File: src/sv/ebma_pkg.sv
package ebma_pkg;

    localparam int HISTORY_DEPTH = 3;
    localparam int SAMPLE_W      = 16;
    localparam int WEIGHT_W      = 17;
    localparam int WEIGHT_SHIFT  = 16;
    localparam int PTR_W         = (HISTORY_DEPTH > 1) ? $clog2(HISTORY_DEPTH) : 1;
    localparam int TOTAL_W       = SAMPLE_W + $clog2(HISTORY_DEPTH);
    localparam int AVG_W         = SAMPLE_W + 1;
    localparam int RECIP_SHIFT   = TOTAL_W + $clog2(HISTORY_DEPTH);
    localparam int RECIP_W       = RECIP_SHIFT + 1;
    localparam int WS_W          = WEIGHT_W + 1 + SAMPLE_W;
    localparam int IA_W          = WEIGHT_W + 1 + AVG_W;
    localparam int NUM_W         = IA_W + 1;

    localparam logic [WEIGHT_W-1:0] WEIGHT_ONE   = WEIGHT_W'(1 << WEIGHT_SHIFT);
    localparam logic [WEIGHT_W-1:0] WEIGHT_RESET = WEIGHT_W'(1 << (WEIGHT_SHIFT - 1));
    localparam logic [RECIP_W-1:0]  RECIP =
        RECIP_W'(((1 << RECIP_SHIFT) + HISTORY_DEPTH - 1) / HISTORY_DEPTH);
    localparam logic signed [TOTAL_W-1:0] DEPTH_S = TOTAL_W'(HISTORY_DEPTH);
    localparam logic [PTR_W-1:0]   PTR_LAST = PTR_W'(HISTORY_DEPTH - 1);

    typedef enum logic
    {
        KIND_SAMPLE = 1'b0,
        KIND_INIT   = 1'b1
    } kind_t;

    typedef struct packed
    {
        logic                       valid;
        kind_t                      kind;
        logic signed [SAMPLE_W-1:0] sample;
        logic signed [WS_W-1:0]     ws;
    } stage_t;

    typedef struct packed
    {
        logic [HISTORY_DEPTH-1:0][SAMPLE_W-1:0] hist;
        logic signed [TOTAL_W-1:0]              total;
        logic [PTR_W-1:0]                       ptr;
    } state_t;

    function automatic logic signed [TOTAL_W-1:0] hist_sum(
        input logic [HISTORY_DEPTH-1:0][SAMPLE_W-1:0] h
    );
        logic signed [TOTAL_W-1:0] acc;
        acc = '0;
        for (int i = 0; i < HISTORY_DEPTH; i++)
        begin
            acc = acc + TOTAL_W'($signed(h[i]));
        end
        return acc;
    endfunction

endpackage

File: src/sv/exp_blend_moving_average_filter_unit.sv
// channel  | handshake            | payload
// ---------+----------------------+------------------------
// input    | in_valid / in_stall  | kind, sample
// output   | out_valid / out_stall| filtered
// config   | cfg_valid / cfg_ready| blend_weight
//
// One word per cycle while the output is not stalled; each word passes the input register, then the result register.
// The blend, average and history update are combinational within the
// running-total feedback loop (reciprocal multiply, then blend multiply).
// Reset clears history, total and pointer to zero and weight to one half.
// An output stall holds the result register and backs up into the input
// register; in_stall rises only when that register is full and blocked.
module exp_blend_moving_average_filter_unit
(
    input  logic                                 clk,
    input  logic                                 rst_n,
    input  logic                                 in_valid,
    output logic                                 in_stall,
    input  logic                                 kind,
    input  logic signed [ebma_pkg::SAMPLE_W-1:0] sample,
    output logic                                 out_valid,
    input  logic                                 out_stall,
    output logic signed [ebma_pkg::SAMPLE_W-1:0] filtered,
    input  logic                                 cfg_valid,
    output logic                                 cfg_ready,
    input  logic [ebma_pkg::WEIGHT_W-1:0]        blend_weight
);

    logic [ebma_pkg::WEIGHT_W-1:0]        weight_reg;
    logic [ebma_pkg::WEIGHT_W-1:0]        weight_next;
    logic                                 out_v_reg;
    logic                                 out_v_next;
    logic signed [ebma_pkg::SAMPLE_W-1:0] out_d_reg;
    logic                                 out_free;
    logic                                 fire;
    ebma_pkg::stage_t                     stage;
    ebma_pkg::state_t                     state;
    logic signed [ebma_pkg::SAMPLE_W-1:0] result;

    assign cfg_ready = 1'b1;
    assign out_free  = !out_v_reg || !out_stall;
    assign fire      = stage.valid && out_free;

    // clamp weight to one
    assign weight_next = (blend_weight > ebma_pkg::WEIGHT_ONE) ? ebma_pkg::WEIGHT_ONE
                                                               : blend_weight;

    always_ff @(posedge clk or negedge rst_n)
    begin
        if (!rst_n)
        begin
            weight_reg <= ebma_pkg::WEIGHT_RESET;
        end
        else if (cfg_valid && cfg_ready)
        begin
            weight_reg <= weight_next;
        end
    end

    ebma_in_stage u_in_stage
    (
        .clk      (clk),
        .rst_n    (rst_n),
        .in_valid (in_valid),
        .in_stall (in_stall),
        .kind     (kind),
        .sample   (sample),
        .weight   (weight_reg),
        .take     (fire),
        .stage    (stage)
    );

    ebma_core u_core
    (
        .clk    (clk),
        .rst_n  (rst_n),
        .fire   (fire),
        .stage  (stage),
        .weight (weight_reg),
        .result (result),
        .state  (state)
    );

    always_comb
    begin
        out_v_next = out_v_reg;
        if (fire)
        begin
            out_v_next = 1'b1;
        end
        else if (!out_stall)
        begin
            out_v_next = 1'b0;
        end
    end

    always_ff @(posedge clk or negedge rst_n)
    begin
        if (!rst_n)
        begin
            out_v_reg <= 1'b0;
        end
        else
        begin
            out_v_reg <= out_v_next;
        end
    end

    always_ff @(posedge clk)
    begin
        if (fire)
        begin
            out_d_reg <= result;
        end
    end

    assign out_valid = out_v_reg;
    assign filtered  = out_d_reg;

    a_total_matches_history: assert property (@(posedge clk) disable iff (!rst_n)
        state.total == ebma_pkg::hist_sum(state.hist))
        else $error("running total differs from history sum");

    a_ptr_in_range: assert property (@(posedge clk) disable iff (!rst_n)
        state.ptr <= ebma_pkg::PTR_LAST)
        else $error("oldest pointer out of range");

    a_init_resets_ptr: assert property (@(posedge clk) disable iff (!rst_n)
        fire && stage.kind == ebma_pkg::KIND_INIT |=>
            state.ptr == '0 && filtered == $past(stage.sample))
        else $error("init word did not rewind pointer or echo sample");

    a_fire_fills_output: assert property (@(posedge clk) disable iff (!rst_n)
        fire |=> out_valid)
        else $error("computed word lost before output register");

endmodule

File: src/sv/ebma_in_stage.sv
module ebma_in_stage
(
    input  logic                                clk,
    input  logic                                rst_n,
    input  logic                                in_valid,
    output logic                                in_stall,
    input  logic                                kind,
    input  logic signed [ebma_pkg::SAMPLE_W-1:0] sample,
    input  logic [ebma_pkg::WEIGHT_W-1:0]       weight,
    input  logic                                take,
    output ebma_pkg::stage_t                    stage
);

    logic                                  valid_reg;
    logic                                  valid_next;
    ebma_pkg::stage_t                      data_reg;
    logic                                  load;
    logic signed [ebma_pkg::WS_W-1:0]      ws;

    assign in_stall = valid_reg && !take;
    assign load     = in_valid && !in_stall;
    assign ws       = $signed({1'b0, weight}) * sample;

    always_comb
    begin
        valid_next = valid_reg;
        if (load)
        begin
            valid_next = 1'b1;
        end
        else if (take)
        begin
            valid_next = 1'b0;
        end
    end

    always_ff @(posedge clk or negedge rst_n)
    begin
        if (!rst_n)
        begin
            valid_reg <= 1'b0;
        end
        else
        begin
            valid_reg <= valid_next;
        end
    end

    // hold payload until the next word is loaded
    always_ff @(posedge clk)
    begin
        if (load)
        begin
            data_reg.valid  <= 1'b1;
            data_reg.kind   <= ebma_pkg::kind_t'(kind);
            data_reg.sample <= sample;
            data_reg.ws     <= ws;
        end
    end

    always_comb
    begin
        stage       = data_reg;
        stage.valid = valid_reg;
    end

endmodule

File: src/sv/ebma_core.sv
module ebma_core
(
    input  logic                                 clk,
    input  logic                                 rst_n,
    input  logic                                 fire,
    input  ebma_pkg::stage_t                     stage,
    input  logic [ebma_pkg::WEIGHT_W-1:0]        weight,
    output logic signed [ebma_pkg::SAMPLE_W-1:0] result,
    output ebma_pkg::state_t                     state
);

    ebma_pkg::state_t                                  state_reg;
    ebma_pkg::state_t                                  state_next;
    logic                                              neg;
    logic [ebma_pkg::TOTAL_W-1:0]                      mag;
    logic [ebma_pkg::TOTAL_W+ebma_pkg::RECIP_W-1:0]    quot_prod;
    logic [ebma_pkg::AVG_W-1:0]                        quot;
    logic signed [ebma_pkg::AVG_W-1:0]                 avg;
    logic [ebma_pkg::WEIGHT_W-1:0]                     inv_w;
    logic signed [ebma_pkg::IA_W-1:0]                  ia;
    logic signed [ebma_pkg::NUM_W-1:0]                 num;
    logic signed [ebma_pkg::SAMPLE_W-1:0]              blend;
    logic signed [ebma_pkg::SAMPLE_W-1:0]              oldest;

    always_comb
    begin
        neg       = state_reg.total[ebma_pkg::TOTAL_W-1];
        mag       = neg ? ebma_pkg::TOTAL_W'(-state_reg.total)
                        : ebma_pkg::TOTAL_W'(state_reg.total);
        quot_prod = ebma_pkg::TOTAL_W'(mag) * ebma_pkg::RECIP;
        quot      = quot_prod[ebma_pkg::RECIP_SHIFT +: ebma_pkg::AVG_W];
        avg       = neg ? -$signed(quot) : $signed(quot);
        inv_w     = ebma_pkg::WEIGHT_ONE - weight;
        ia        = $signed({1'b0, inv_w}) * avg;
        num       = ebma_pkg::NUM_W'(stage.ws) + ebma_pkg::NUM_W'(ia);
        blend     = num[ebma_pkg::WEIGHT_SHIFT +: ebma_pkg::SAMPLE_W];
        oldest    = $signed(state_reg.hist[state_reg.ptr]);
        result    = (stage.kind == ebma_pkg::KIND_INIT) ? stage.sample : blend;
    end

    always_comb
    begin
        state_next = state_reg;
        if (stage.kind == ebma_pkg::KIND_INIT)
        begin
            for (int i = 0; i < ebma_pkg::HISTORY_DEPTH; i++)
            begin
                state_next.hist[i] = stage.sample;
            end
            state_next.total = ebma_pkg::TOTAL_W'(
                ebma_pkg::TOTAL_W'(stage.sample) * ebma_pkg::DEPTH_S);
            state_next.ptr   = '0;
        end
        else
        begin
            state_next.hist[state_reg.ptr] = blend;
            state_next.total = state_reg.total + ebma_pkg::TOTAL_W'(blend)
                               - ebma_pkg::TOTAL_W'(oldest);
            state_next.ptr   = (state_reg.ptr == ebma_pkg::PTR_LAST) ? '0
                               : ebma_pkg::PTR_W'(state_reg.ptr + 1'b1);
        end
    end

    always_ff @(posedge clk or negedge rst_n)
    begin
        if (!rst_n)
        begin
            state_reg <= '0;
        end
        else if (fire)
        begin
            state_reg <= state_next;
        end
    end

    assign state = state_reg;

endmodule
File: config.mk
export PLATFORM = sky130hd
export DESIGN_NAME = exp_blend_moving_average_filter_unit
export DESIGN_NICKNAME = d
export VERILOG_FILES = /design/src/sv/ebma_pkg.sv /design/src/sv/exp_blend_moving_average_filter_unit.sv /design/src/sv/ebma_in_stage.sv /design/src/sv/ebma_core.sv
export SDC_FILE = /design/constraint.sdc
export NUM_CORES = 2
export LEC_CHECK = 0
export ABC_AREA = 1
export BUFFER_PORTS_ARGS = -buffer_cell sky130_fd_sc_hd__buf_4
export CORE_ASPECT_RATIO = 1.5
export CORE_UTILIZATION = 43
export CTS_CLUSTER_SIZE = 30
export DETAILED_ROUTE_END_ITERATION = 12
export PLACE_DENSITY = 0.64
export SLEW_MARGIN = 25
export SYNTH_ARGS = -nofsm -noshare
export SYNTH_HDL_FRONTEND = slang
export SYNTH_SLANG_ARGS = --single-unit
export TNS_END_PERCENT = 20
File: constraint.sdc
create_clock -name clk -period 28.5 [get_ports clk]
set_input_delay 0 -clock clk [delete_from_list [all_inputs] [get_ports clk]]
set_output_delay 0 -clock clk [all_outputs]
set_load 0.1 [all_outputs]
==> impl_metrics.json <==
{
  "status": "complete, no violations",
  "cts_buffer_depth": 2,
  "seq_area_um2": 4130,
  "max_freq_ghz": 0.0622,
  "drive_gt1_share_pct": 4.21,
  "die_area_um2": 83700,
  "rsz0062_at_grt": "false",
  "clock-skew-final_ns": 0.0188,
  "drtAntennaViolNets": 0,
  "vias": 28800,
  "ys_ff_latch": 152,
  "cts_tree": "done",
  "crit_path_end_kind": "register",
  "nets": 5626,
  "post-cts-setup-buffer-count": 0,
  "grt_util_met2_pct": 48.4,
  "synth.distinct_cells": 63,
  "cp-start-kind": "register",
  "post-dp-hpwl_um": 85300,
  "ys_seq_area_share_pct": 11.6,
  "finalNonFillerCells": 5629,
  "max_slew_margin_pct": 30.1,
  "first_pass_iters": 6,
  "io_pins": 58,
  "rows": 128,
  "grt_start_max_net_pins": 71,
  "multi_input_comb_area_um2": 26000,
  "routed_wl_um": 103000,
  "start_util_pct": 43.6,
  "antenna_found_initial": 1,
  "syn_nets": 5569,
  "viasPerCell": 5.12,
  "synthArstFlopShare_pct": 57.2,
  "grt-ovfl-total": 0,
  "fillers": 8019,
  "numCtsBuffers": 17,
  "arrival_ns": 16.40,
  "cts.sinks": 152,
  "drv_cap": 0,
  "cts_max_level": 4,
  "globalRouteMet3Util_pct": 2.57,
  "die_height_um": 354,
  "path_clk_slew_ns": 0.07,
  "ys_warn_count": 0,
  "setup_violations": 0,
  "dp.cells": 5527,
  "grt_pass1_vias": 31000,
  "period_share_pct": 56.4,
  "worstMarginPinSlew_ns": 1.04,
  "slew_violations": 0,
  "root_buffer": "clkbuf_16",
  "gr-max-usage-layer": "met2",
  "setup_tns_ns": 0,
  "ys.flop_type": "dfrtp_1",
  "syn_area_um2": 35500,
  "place.gp.congestion": 0.998,
  "hold_path.class": "input port to async pin",
  "largest_register_ffs": 68,
  "io_buffers": 56,
  "cp_slowest_cell": "xor2_1",
  "cp_max_fo": 19,
  "grt_pass1_wl_um": 164000,
  "path_class": "register to register",
  "track_usage_pct": 25.4,
  "drt_iter0_drc": 1771,
  "final_hold_viol_count": 0,
  "drcViolationCount": 0,
  "synthToLayoutAreaGrowth_pct": 7.93,
  "grt_use_met1_pct": 26.9,
  "syn_area_per_cell_um2": 7.85,
  "wl_per_cell_um": 18.2,
  "fin_crit_ns": 16.07,
  "die_x_um": 237,
  "worst_path_largest_cell_delay_ns": 0.67,
  "core-area_um2": 81400,
  "synth-edff-count": 65,
  "clk_latency_ns": 0.47,
  "synthCells": 4518,
  "cp.required_ns": 28.83
}
[path summary, 6_finish.rpt]
check	from	endpoint	slack, ns	cells past startpoint
min in group clk	kind	u_in_stage.stage[50]	0.29	2
worst min-delay path	rst_n	weight_reg[4]	0.05	2
worst max-delay path	u_core.state[2]	u_core.state[14]	12.43	69
worst max register to register	u_core.state[2]	u_core.state[14]	12.43	69
worst min register to register	u_core.state[53]	u_core.state[53]	0.50	2
max in group asynchronous	rst_n	u_core.state[67]	27.47	3
[per-layer routing]
layer,vias to the layer above,part of all wire (%)
li1,13500,-
met1,14200,36
met2,859,54
met3,309,3.9
met4,0,6.4
met5,-,0
[cell families (layout without fill, tap and decap cells)]
kind of cell    after synthesis  after routing  synth area share (%)
buf+inv                    1426           1496                  15.2
mux                           1              1                0.0282
simple gates               1484           1484                  17.1
flops                       152            152                  11.6
other cells                   1              2                0.0106
compound gates              348            348                  5.41
fa+ha+maj                  1012           1012                  48.2
xor+xnor                     94             94                  2.41
[per-stage QoR]
step	setup slack, ns	hold WS [ns]	cell area [um2]	utilization [%]
after CTS	12.56	0.0432	38300	47.1
after global routing	11.36	0.0452	38300	47.1
after global placement	12.63	-0.0970	37000	45.4
after floorplan	14.57	-0.296	35500	-
final	12.43	0.0544	38300	47.1
after detailed placement	12.59	-0.0926	37000	45.4
[layout by cell type, fill, tap and decap left out, types with 5 or more instances in the layout]
| cell | count |
|---|---|
| a31oi_1 | 15 |
| o21bai_1 | 11 |
| o22ai_1 | 15 |
| nand3b_1 | 6 |
| nor3_1 | 23 |
| nand4_1 | 15 |
| nand2_1 | 985 |
| inv_6 | 5 |
| nor4_1 | 8 |
| xnor2_1 | 30 |
| dlygate4sd3_1 | 69 |
| buf_4 | 89 |
| xor2_1 | 59 |
| nand3_1 | 132 |
| nor2_2 | 5 |
| or2_2 | 12 |
| clkbuf_16 | 17 |
| inv_1 | 1284 |
| nor2_1 | 260 |
| o21ai_0 | 112 |
| ha_1 | 422 |
| a21oi_1 | 148 |
| nand2_2 | 15 |
| clkinv_1 | 9 |
| edfxtp_1 | 65 |
| inv_8 | 5 |
| fa_1 | 590 |
| dfrtp_1 | 86 |
| inv_2 | 8 |
| nand3_2 | 7 |
| o21ai_1 | 10 |
[final cells by class]
cell class	count	share of cell area, %
diodes	1	0.00654
clock buffers	17	1.11
clock inverters	15	0.510
inverters	1305	12.8
multi-input cells	2940	67.8
flip-flops and latches	152	10.8
well taps	1040	3.40
repair buffers	159	3.58
[timing repair]
action / 4_1_cts / 5_1_grt
hold endpoints to repair: 53 / 0
hold buffers: 69 / 0
gates resized for setup: 0 / 0
endpoints found under the setup margin: 0 / 0
[cells in the mapped netlist (5+ instances only)]
library cell | number | area (um2)
a21oi_1 | 149 | 746
a31oi_1 | 15 | 93.8
buf_1 | 6 | 22.5
buf_2 | 10 | 50.1
clkbuf_1 | 100 | 375
clkinv_1 | 9 | 33.8
dfrtp_1 | 86 | 2150
edfxtp_1 | 65 | 1950
fa_1 | 590 | 11800
ha_1 | 422 | 5280
inv_1 | 1285 | 4820
inv_2 | 8 | 30.0
nand2_1 | 985 | 3700
nand2_2 | 15 | 93.8
nand3_1 | 132 | 661
nand3_2 | 7 | 70.1
nand3b_1 | 6 | 45.0
nand4_1 | 15 | 93.8
nor2_1 | 260 | 976
nor2_2 | 5 | 31.3
nor3_1 | 23 | 115
nor4_1 | 8 | 50.1
o21ai_0 | 112 | 561
o21ai_1 | 11 | 55.1
o21bai_1 | 11 | 82.6
o22ai_1 | 15 | 93.8
or2_2 | 12 | 75.1
xnor2_1 | 30 | 263
xor2_1 | 60 | 526
[critical path: cells and delay by family (launching register included)]
family,cells,cell delay [ns]
fa+ha+maj,18,7.84
simple gates,25,3.75
buf+inv,14,1.29
compound gates,9,1.28
xor+xnor,3,1.26
flops,1,0.53
Power is not shown: default switching activity piles up to over one toggle a cycle in this logic, so the estimate is an artifact.
